### config.mk
export PLATFORM = sky130hd
export DESIGN_NAME = manchester_edge_decoder_addr_filter_unit
export DESIGN_NICKNAME = d
export VERILOG_FILES = /design/src/mead_pkg.sv /design/src/manchester_edge_decoder_addr_filter_unit.sv
export SDC_FILE = /design/constraint.sdc
export NUM_CORES = 1
export LEC_CHECK = 0
export BUFFER_PORTS_ARGS = -buffer_cell sky130_fd_sc_hd__buf_2
export CORE_ASPECT_RATIO = 1.1
export CORE_UTILIZATION = 61
export DETAILED_ROUTE_END_ITERATION = 6
export PLACE_DENSITY = 0.83
export SYNTH_ARGS = -nofsm -noshare
export SYNTH_HDL_FRONTEND = slang
export SYNTH_SLANG_ARGS = --single-unit
### constraint.sdc
create_clock -name clk_i -period 7 [get_ports clk_i]
set_input_delay 0.35 -clock clk_i [delete_from_list [all_inputs] [get_ports clk_i]]
set_output_delay 0.35 -clock clk_i [all_outputs]
set_load 0.01 [all_outputs]
### src/mead_pkg.sv
package mead_pkg;

  localparam int unsigned AddressBits = 5;
  localparam int unsigned TickWidth = 32;
  localparam int unsigned NodeAddrWidth = 5;
  localparam int unsigned SrcOutWidth = 5;
  localparam int unsigned CfgIndexWidth = 3;
  localparam int unsigned CfgDataWidth = 32;
  localparam int unsigned HeaderCntWidth = $clog2(2 * AddressBits + 1);

  localparam logic [NodeAddrWidth-1:0] NodeAddrReset = NodeAddrWidth'(17);
  localparam logic [TickWidth-1:0] LongGapMinReset = TickWidth'(10000);
  localparam logic [TickWidth-1:0] LongGapMaxReset = TickWidth'(20000);
  localparam logic [TickWidth-1:0] ShortGapMinReset = TickWidth'(1000);
  localparam logic [TickWidth-1:0] ShortGapMaxReset = TickWidth'(8000);

  typedef enum logic [CfgIndexWidth-1:0] {
    CFG_NODE_ADDRESS  = 3'd0,
    CFG_LONG_GAP_MIN  = 3'd1,
    CFG_LONG_GAP_MAX  = 3'd2,
    CFG_SHORT_GAP_MIN = 3'd3,
    CFG_SHORT_GAP_MAX = 3'd4
  } cfg_index_e;

  typedef enum logic [1:0] {
    FIELD_DEST    = 2'd0,
    FIELD_SRC     = 2'd1,
    FIELD_PAYLOAD = 2'd2
  } bit_field_e;

  typedef struct packed {
    logic                   action;
    logic                   edge_level;
    logic [TickWidth-1:0]   edge_tick;
  } in_item_t;

  typedef struct packed {
    logic                   bit_valid;
    logic                   bit_value;
    bit_field_e             bit_field;
    logic                   address_match;
    logic [SrcOutWidth-1:0] source_address;
    logic                   byte_valid;
    logic [7:0]             byte_value;
    logic                   frame_done;
  } out_item_t;

endpackage

### src/manchester_edge_decoder_addr_filter_unit.sv
// Each input passes through the input register and then the result register before its result is offered.
// Throughput: one item per cycle, limited only by the output stall.
// Each edge does one tick subtract and four window compares in a single stage.
// Reset clears the decoder state and the pipeline valids, and loads the
// configuration registers with their default values.
module manchester_edge_decoder_addr_filter_unit (
  input  logic                                   clk_i,
  input  logic                                   rst_ni,
  input  logic                                   in_valid_i,
  output logic                                   in_stall_o,
  input  logic                                   action_i,
  input  logic                                   edge_level_i,
  input  logic [mead_pkg::TickWidth-1:0]         edge_tick_i,
  output logic                                   out_valid_o,
  input  logic                                   out_stall_i,
  output logic                                   bit_valid_o,
  output logic                                   bit_value_o,
  output logic [1:0]                             bit_field_o,
  output logic                                   address_match_o,
  output logic [mead_pkg::SrcOutWidth-1:0]       source_address_o,
  output logic                                   byte_valid_o,
  output logic [7:0]                             byte_value_o,
  output logic                                   frame_done_o,
  input  logic                                   cfg_valid_i,
  output logic                                   cfg_ready_o,
  input  logic [mead_pkg::CfgIndexWidth-1:0]     cfg_index_i,
  input  logic [mead_pkg::CfgDataWidth-1:0]      cfg_data_i
);
  import mead_pkg::*;

  logic [NodeAddrWidth-1:0]  node_addr_q;
  logic [TickWidth-1:0]      long_min_q, long_max_q, short_min_q, short_max_q;

  logic                      in_valid_q;
  in_item_t                  in_item_q;
  logic                      out_valid_q;
  out_item_t                 out_item_q, out_item_d;

  logic [TickWidth-1:0]      last_tick_q, last_tick_d;
  logic                      seen_q, seen_d;
  logic                      half_q, half_d;
  logic [HeaderCntWidth-1:0] hdr_cnt_q, hdr_cnt_d;
  logic [AddressBits-1:0]    dest_q, dest_d;
  logic [AddressBits-1:0]    src_q, src_d;
  logic                      match_q, match_d;
  logic [7:0]                byte_q, byte_d;
  logic [2:0]                bit_cnt_q, bit_cnt_d;

  logic                      out_load;
  logic                      step;
  logic [TickWidth-1:0]      gap;
  logic                      is_long, is_short, bit_fire;

  assign out_load    = !out_valid_q || !out_stall_i;
  assign step        = in_valid_q && out_load;
  assign in_stall_o  = in_valid_q && !out_load;
  assign cfg_ready_o = 1'b1;

  assign gap      = in_item_q.edge_tick - last_tick_q;
  assign is_long  = (gap >= long_min_q) && (gap <= long_max_q);
  assign is_short = (gap >= short_min_q) && (gap <= short_max_q);
  assign bit_fire = !in_item_q.action && seen_q && (is_long || (is_short && half_q));

  always_comb begin
    last_tick_d = last_tick_q;
    seen_d      = seen_q;
    half_d      = half_q;
    hdr_cnt_d   = hdr_cnt_q;
    dest_d      = dest_q;
    src_d       = src_q;
    match_d     = match_q;
    byte_d      = byte_q;
    bit_cnt_d   = bit_cnt_q;

    out_item_d            = '0;
    out_item_d.bit_field  = FIELD_DEST;

    if (in_item_q.action) begin
      out_item_d.frame_done     = 1'b1;
      out_item_d.address_match  = match_q;
      out_item_d.source_address = SrcOutWidth'(src_q);
      half_d    = 1'b0;
      hdr_cnt_d = '0;
      dest_d    = '0;
      src_d     = '0;
      match_d   = 1'b0;
      byte_d    = '0;
      bit_cnt_d = '0;
    end else begin
      seen_d      = 1'b1;
      last_tick_d = in_item_q.edge_tick;
      if (seen_q && !is_long && is_short && !half_q) begin
        half_d = 1'b1;
      end
      if (bit_fire) begin
        half_d                = 1'b0;
        out_item_d.bit_valid  = 1'b1;
        out_item_d.bit_value  = in_item_q.edge_level;
        if (hdr_cnt_q < HeaderCntWidth'(AddressBits)) begin
          out_item_d.bit_field = FIELD_DEST;
          dest_d    = {dest_q[AddressBits-2:0], in_item_q.edge_level};
          hdr_cnt_d = hdr_cnt_q + 1'b1;
          if (hdr_cnt_d == HeaderCntWidth'(AddressBits)) begin
            match_d = (dest_d == AddressBits'(node_addr_q));
          end
        end else if (hdr_cnt_q < HeaderCntWidth'(2 * AddressBits)) begin
          out_item_d.bit_field = FIELD_SRC;
          src_d     = {src_q[AddressBits-2:0], in_item_q.edge_level};
          hdr_cnt_d = hdr_cnt_q + 1'b1;
        end else begin
          out_item_d.bit_field = FIELD_PAYLOAD;
          if (match_q) begin
            byte_d    = {byte_q[6:0], in_item_q.edge_level};
            bit_cnt_d = bit_cnt_q + 1'b1;
            if (bit_cnt_d == 3'd0) begin
              out_item_d.byte_valid = 1'b1;
              out_item_d.byte_value = byte_d;
              byte_d                = '0;
            end
          end
        end
      end
      out_item_d.address_match  = match_d;
      out_item_d.source_address = SrcOutWidth'(src_d);
    end
  end

  always_ff @(posedge clk_i or negedge rst_ni) begin
    if (!rst_ni) begin
      node_addr_q <= NodeAddrReset;
      long_min_q  <= LongGapMinReset;
      long_max_q  <= LongGapMaxReset;
      short_min_q <= ShortGapMinReset;
      short_max_q <= ShortGapMaxReset;
    end else if (cfg_valid_i && cfg_ready_o) begin
      case (cfg_index_i)
        CFG_NODE_ADDRESS:  node_addr_q <= cfg_data_i[NodeAddrWidth-1:0];
        CFG_LONG_GAP_MIN:  long_min_q  <= cfg_data_i[TickWidth-1:0];
        CFG_LONG_GAP_MAX:  long_max_q  <= cfg_data_i[TickWidth-1:0];
        CFG_SHORT_GAP_MIN: short_min_q <= cfg_data_i[TickWidth-1:0];
        CFG_SHORT_GAP_MAX: short_max_q <= cfg_data_i[TickWidth-1:0];
        default: ;
      endcase
    end
  end

  always_ff @(posedge clk_i or negedge rst_ni) begin
    if (!rst_ni) begin
      in_valid_q  <= 1'b0;
      out_valid_q <= 1'b0;
      last_tick_q <= '0;
      seen_q      <= 1'b0;
      half_q      <= 1'b0;
      hdr_cnt_q   <= '0;
      dest_q      <= '0;
      src_q       <= '0;
      match_q     <= 1'b0;
      byte_q      <= '0;
      bit_cnt_q   <= '0;
    end else begin
      if (!in_stall_o) begin
        in_valid_q <= in_valid_i;
      end
      if (out_load) begin
        out_valid_q <= in_valid_q;
      end
      if (step) begin
        last_tick_q <= last_tick_d;
        seen_q      <= seen_d;
        half_q      <= half_d;
        hdr_cnt_q   <= hdr_cnt_d;
        dest_q      <= dest_d;
        src_q       <= src_d;
        match_q     <= match_d;
        byte_q      <= byte_d;
        bit_cnt_q   <= bit_cnt_d;
      end
    end
  end

  always_ff @(posedge clk_i) begin
    if (!in_stall_o && in_valid_i) begin
      in_item_q.action     <= action_i;
      in_item_q.edge_level <= edge_level_i;
      in_item_q.edge_tick  <= edge_tick_i;
    end
    if (step) begin
      out_item_q <= out_item_d;
    end
  end

  assign out_valid_o      = out_valid_q;
  assign bit_valid_o      = out_item_q.bit_valid;
  assign bit_value_o      = out_item_q.bit_value;
  assign bit_field_o      = out_item_q.bit_field;
  assign address_match_o  = out_item_q.address_match;
  assign source_address_o = out_item_q.source_address;
  assign byte_valid_o     = out_item_q.byte_valid;
  assign byte_value_o     = out_item_q.byte_value;
  assign frame_done_o     = out_item_q.frame_done;

`ifndef SYNTHESIS
  assert property (@(posedge clk_i) disable iff (!rst_ni)
    out_valid_o && byte_valid_o |-> bit_valid_o && address_match_o &&
      (bit_field_o == FIELD_PAYLOAD))
    else $error("Payload byte transfer without a matched payload bit.");

  assert property (@(posedge clk_i) disable iff (!rst_ni)
    out_valid_o && frame_done_o |-> !bit_valid_o && !byte_valid_o)
    else $error("End of frame transfer carries a bit or a byte.");

  assert property (@(posedge clk_i) disable iff (!rst_ni)
    in_stall_o |-> out_valid_o && out_stall_i)
    else $error("Input stalled while the result register could advance.");

  assert property (@(posedge clk_i) disable iff (!rst_ni)
    step && !in_item_q.action |=> seen_q && (last_tick_q == $past(in_item_q.edge_tick)))
    else $error("Edge transfer did not record its tick.");
`endif

endmodule
* Word-level counts from Yosys, hierarchy flattened
Cells that the tools add are included.
Storage, ports and cells: logic and storage cells 124, register bits after elaboration 247, input port bits 74
Cells by class: add/subtract/negate cells 3, mux-type cells 35, equality and inequality tests 8, reductions and logical operators 41, order comparisons 6, bitwise operators 4
Operators by type and width (count):
- 32-bit greater-or-equal comparator | 2
- 32-bit less-or-equal comparator | 2
- 7-bit 2-to-1 mux | 6
- 4-bit 2-to-1 mux | 8
- 32-bit subtractor | 1
- 5-bit 2-to-1 mux | 4
- 3-bit 2-to-1 mux | 5
- 2-bit AND reduction | 7
- 1-bit logical AND | 11
- 9-bit 2-to-1 mux | 1
- 1-bit 2-to-1 mux | 8
- 1-bit zero test | 7
- 3-bit by 2-bit == test with 1-bit output (second input constant) | 2
- 3-bit zero test | 2
- 6-bit 2-to-1 mux | 1
- 3-bit AND reduction | 2
- 2-bit nonzero test | 3
- 3-bit nonzero test | 2
- 6-bit OR reduction | 1
- 5-bit == test | 1
- 5-bit AND reduction | 1
- 5-bit OR reduction | 1
- 4-bit by 1-bit adder with 4-bit output (second input constant) | 1
- 4-bit by 3-bit == test with 1-bit output (second input constant) | 1
- 11 further kinds | 17

* Longest topological paths before layout
word-level depth 10, mapped depth 25

* Least setup slack after synthesis
No wires, ideal clock.
kind register to register, start point reg in_item_q[16] (netlist name), end point reg out_item_q (netlist bit byte_value_o[0]) (data pin), arrival time 4.667 ns, path slack 2.078 ns, stages on the path, launching flop included 23, period minus slack after synthesis 4.922 ns, buffers on the path 2, cell sequence edfxtp_1 ha_1 a211o_1 a21o_1 or3_1 a211o_1 a31oi_2 o21ai_2 nor2_1 o31ai_1 xnor2_1 ha_1 a21o_1 a21o_1 a221oi_1 o31ai_1 a211oi_1 a31oi_1 a32o_2 buf_6 and3_1 buf_2 and2_1
On the way: word-level cells in the longest chain between the ends 8, elaborated cells between the ends (all ways) 12, those cells by class add/sub: 1; order compare: 4; bitwise: 1; reduce/logical: 6
RTL lines:
- from (decl) | line manchester_edge_decoder_addr_filter_unit.sv:35 | in_item_t in_item_q;
- 32-bit subtractor * | line manchester_edge_decoder_addr_filter_unit.sv:59 | assign gap = in_item_q.edge_tick - last_tick_q;
- 32-bit greater-or-equal comparator / 32-bit less-or-equal comparator (equally long branches) | line manchester_edge_decoder_addr_filter_unit.sv:61 | assign is_short = (gap >= short_min_q) && (gap <= short_max_q);
- 1-bit logical AND | line manchester_edge_decoder_addr_filter_unit.sv:61
- 1-bit logical AND | line manchester_edge_decoder_addr_filter_unit.sv:62 | assign bit_fire = !in_item_q.action && seen_q && (is_long || (is_short && half_q));
- 1-bit logical OR * | line manchester_edge_decoder_addr_filter_unit.sv:62
- 1-bit logical AND * | line manchester_edge_decoder_addr_filter_unit.sv:62
- 1-bit inverter (no source line) *
- 6-bit OR reduction (no source line) *
- to (signal assigned) | line manchester_edge_decoder_addr_filter_unit.sv:188 | out_item_q <= out_item_d;
- to (decl) | line manchester_edge_decoder_addr_filter_unit.sv:37 | out_item_t out_item_q, out_item_d;
Every way passes the cells marked *; elsewhere a longest branch is shown, timed or not. A chain may end at the register's enable or synchronous reset.

* Worst setup path after layout
start point reg in_item_q[0] (netlist name), end point reg byte_q[4]
On the way: word-level cells in the longest chain between the ends 8, elaborated cells between the ends (all ways) 12, those cells by class add/sub: 1; order compare: 4; reduce/logical: 7
RTL lines:
- 32-bit subtractor * | line manchester_edge_decoder_addr_filter_unit.sv:59
- 32-bit greater-or-equal comparator / 32-bit less-or-equal comparator (equally long branches) | line manchester_edge_decoder_addr_filter_unit.sv:61
- 1-bit logical AND | line manchester_edge_decoder_addr_filter_unit.sv:61
- 1-bit logical AND | line manchester_edge_decoder_addr_filter_unit.sv:62
- 1-bit logical OR * | line manchester_edge_decoder_addr_filter_unit.sv:62
- 1-bit logical AND * | line manchester_edge_decoder_addr_filter_unit.sv:62
- 2-bit nonzero test (no source line) *
- 5-bit AND reduction (no source line) *
- to (signal assigned) | line manchester_edge_decoder_addr_filter_unit.sv:175 | byte_q <= byte_d;
- to (decl) | line manchester_edge_decoder_addr_filter_unit.sv:46 | logic [7:0] byte_q, byte_d;
Marks and branches as above.

==> metrics.yaml <==
clock_network:
  clock-root-buffer: "clkbuf_16"
  cts.reportedPaths.clkPinSlew_ns: 0.06
  cts_resized: 0
  clk_path_buf_depth: 3
  htreeDepth: 1
  cts_buffers: 26
  cts_tree: "built"
  cts_sinks: 247
  clk_latency_ns: 0.54
logic_synthesis:
  synthMuxAreaShare_pct: 4.36
  synth_nets: 1643
  syn_avg_cell_area_um2: 10.1
  synth_top_family_by_area: "compound AO/OA/AOI/OAI gates"
  synth_edf_count: 54
  synth_compound_area_share_pct: 15.5
  synthAdderAreaFrac_pct: 14.7
  yosys_warnings: 0
  synth_top_flop_cell: "dfrtp_1"
  synth_cell_types: 76
  synth-simple-area-share_pct: 11.5
  synth-seq-cells: 247
  synthXorXnorAreaFrac_pct: 1.98
  async_flop_share_pct: 78.1
  syn-cell-area_um2: 14100
  synthCells: 1404
  synth-seq-area-share_pct: 45.9
timing:
  finalCritPeriodShare_pct: 90.1
  drv_slew: 0
  whs_ns: -0.0333
  tightest_slew_ns: 1.16
  fin_crit_ns: 6.31
  max_freq_ghz: 0.158
  rsz0062_at_grt: "no"
  slew_headroom_pct: 23.0
  finalSetupViolCount: 0
  worst_slack_ns: 0.691
  setup_tns_ns: 0
  skew_ns: 0.0152
  hold_violations: 43
status:
  failed_checks: "hold timing"
  status: "finished with violations"
global_route:
  grt_max_degree: 117
  track_usage_pct: 27.9
  grt_overflow: 0
  grt_pass1_vias: 10900
  antenna_found_initial: 0
  grt_pass1_wl_um: 53600
routing:
  wirelength_um: 32200
  wire_per_inst_um: 17.4
  first_pass_iters: 5
  antenna_left: 0
  via_per_inst: 5.79
  num_vias: 10700
  drt_iter0_markers: 654
  drc: 0
setup_path:
  crit_slowest_cell: "a32o_2"
  cp.arrival_ns: 6.77
  slowest_delay_ns: 0.61
  cp_data_required_time_ns: 7.46
  cp-end-kind: "flop"
  reg2reg_to: "byte_q[4]"
  r2r_start: "in_item_q[0]"
  crit_type: "flop to flop"
  r2r_cells: 21
  cp-start-kind: "flop"
  r2r_slack_ns: 0.69
  critPathMaxFanout: 30
  path_cells: "inv_1 > ha_1 > inv_1 > fa_1 > a21oi_1 > nand4b_1 > a211oi_1 > o211ai_2 > a31oi_1 > a211o_1 > a21oi_1 > xnor2_1 > ha_1 > nand4_1 > a21oi_1 > a211oi_1 > o21ai_0 > a211oi_1 > a32o_2 > and3_1 > mux2i_1"
final_layout:
  drive_above_1_share_pct: 15.7
  stdcell_area_um2: 16100
  layout_common_cells: "nand2_1, inv_1, dfrtp_1, ha_1, o21ai_0"
  fin_util_pct: 70.8
  areaGrowthSynthToFinish_pct: 14.3
  regArea_um2: 6480
  final_common_cell: "nand2_1"
  fin_cells: 1847
  multi_input_area_um2: 6800
  fill_cells: 1660
  layout.nets: 1763
power_and_ir_drop:
  power_density_nw_per_um2: 361
  p_leak_nw: 7.49
  ir_worst_vdd_mv: 0.224
  power.total_mw: 5.83
die:
  num_io_pins: 97
  coreArea_um2: 22800
  rows: 58
  die_w_um: 147
  die_h_um: 162
  initial_core_util_pct: 62.0
  die_area_um2: 23800
placement:
  finalWeightedCongestion: 0.902
  postPlaceCellArea_um2: 14900
  hpwl_um: 22600
  dp.cells: 1762
  port-buffer-count: 95
  pre_cts_ws_ns: 0.869
worst_hold_path:
  hold_path.class: "input pin to async pin"
run:
  cap_violations: 0
[registers in the layout (all words and copies together), names as in the netlist, 2 cells and up]
name,count
node_addr_q,5
hdr_cnt_q,4
source_address_o,5
long_min_q,32
short_min_q,32
dest_q,4
long_max_q,32
last_tick_q,32
bit_field_o,2
byte_value_o,8
in_item_q,34
short_max_q,32
src_q,5
byte_q,7
bit_cnt_q,3
[layout make-up]
cell class              instances  share of cell area, %
diodes                          3                 0.0465
clock buffers                  30                   4.32
clock inverters                18                   1.49
repair buffers                136                   5.43
well taps                     300                   2.33
inverters                     176                   4.09
multi-input cells             937                   42.1
flip-flops and latches        247                   40.2
[routing by layer]
metal	vias to the layer above	global-route usage, %	part of all wire, %
li1	5140	-	-
met1	5137	36.7	44
met2	341	46.5	47
met3	84	3.67	5.1
met4	0	12.0	3.7
met5	-	0	0
[logic make-up after synthesis]
logic type | count (synthesis)
AO/OA/AOI/OAI | 342
AND/OR/NAND/NOR | 341
other | 1
XOR/XNOR | 32
flip-flops | 247
adder cells (fa/ha/maj) | 165
buffers and inverters | 220
multiplexers | 56
[cells in the mapped netlist (all sizes together), types with 3 or more instances]
master	instances	area (µm²)
nand2	181	679
inv	176	661
dfrtp	169	4230
ha	164	2050
o21ai	150	754
a21oi	63	315
edfxtp	54	1620
mux2	44	495
a21o	40	302
nand4	36	225
clkbuf	30	113
nor2	29	109
dfstp	24	631
xnor2	24	210
and2	16	101
nand3	15	75.1
nand2b	14	87.6
buf	13	81.3
mux2i	12	120
o21a	12	90.1
a211o	10	88.8
a211oi	9	67.6
nor3	9	45.0
and3	8	53.8
xor2	8	70.1
and4	7	61.3
o211ai	7	57.6
a31oi	6	43.8
nor2b	6	37.5
o311ai	6	90.1
a221oi	5	43.8
or2	5	31.3
a2111oi	4	47.6
nand3b	4	30.0
nor3b	4	30.0
o21bai	4	30.0
o31a	4	36.3
o221ai	3	26.3
o31ai	3	27.5
[timing repair]
item	CTS	global route
hold endpoints to repair	33	1
setup buffers	0	0
hold buffers	33	1
[how the worst max path moves through the flow]
stage | start | to | slack (ns) | depth (start not counted)
after floorplan | in_item_q[16] | byte_value_o[0] | 2.08 | 22
after global placement | in_item_q[14] | byte_q[6] | 0.98 | 18
after detailed placement | in_item_q[0] | bit_cnt_q[2] | 0.87 | 21
after CTS | in_item_q[0] | byte_q[4] | 0.78 | 21
after global routing | in_item_q[0] | byte_q[6] | 0.30 | 21
final | in_item_q[0] | byte_q[4] | 0.69 | 21
[where the power goes]
group          internal, mW  switching, mW
sequential             1.78          0.129
clock                 0.931          0.577
combinational         0.989           1.43
[worst max-delay path: cells and delay by family (launching register included)]
kind	cells	cell delay, ns
simple gates	3	0.93
fa+ha+maj	3	0.76
xor+xnor	1	0.46
compound gates	11	3.35
buf+inv	2	0.12
mux	1	0.25
flops	1	0.35
No activity file was read; power rests on OpenSTA's default activity.
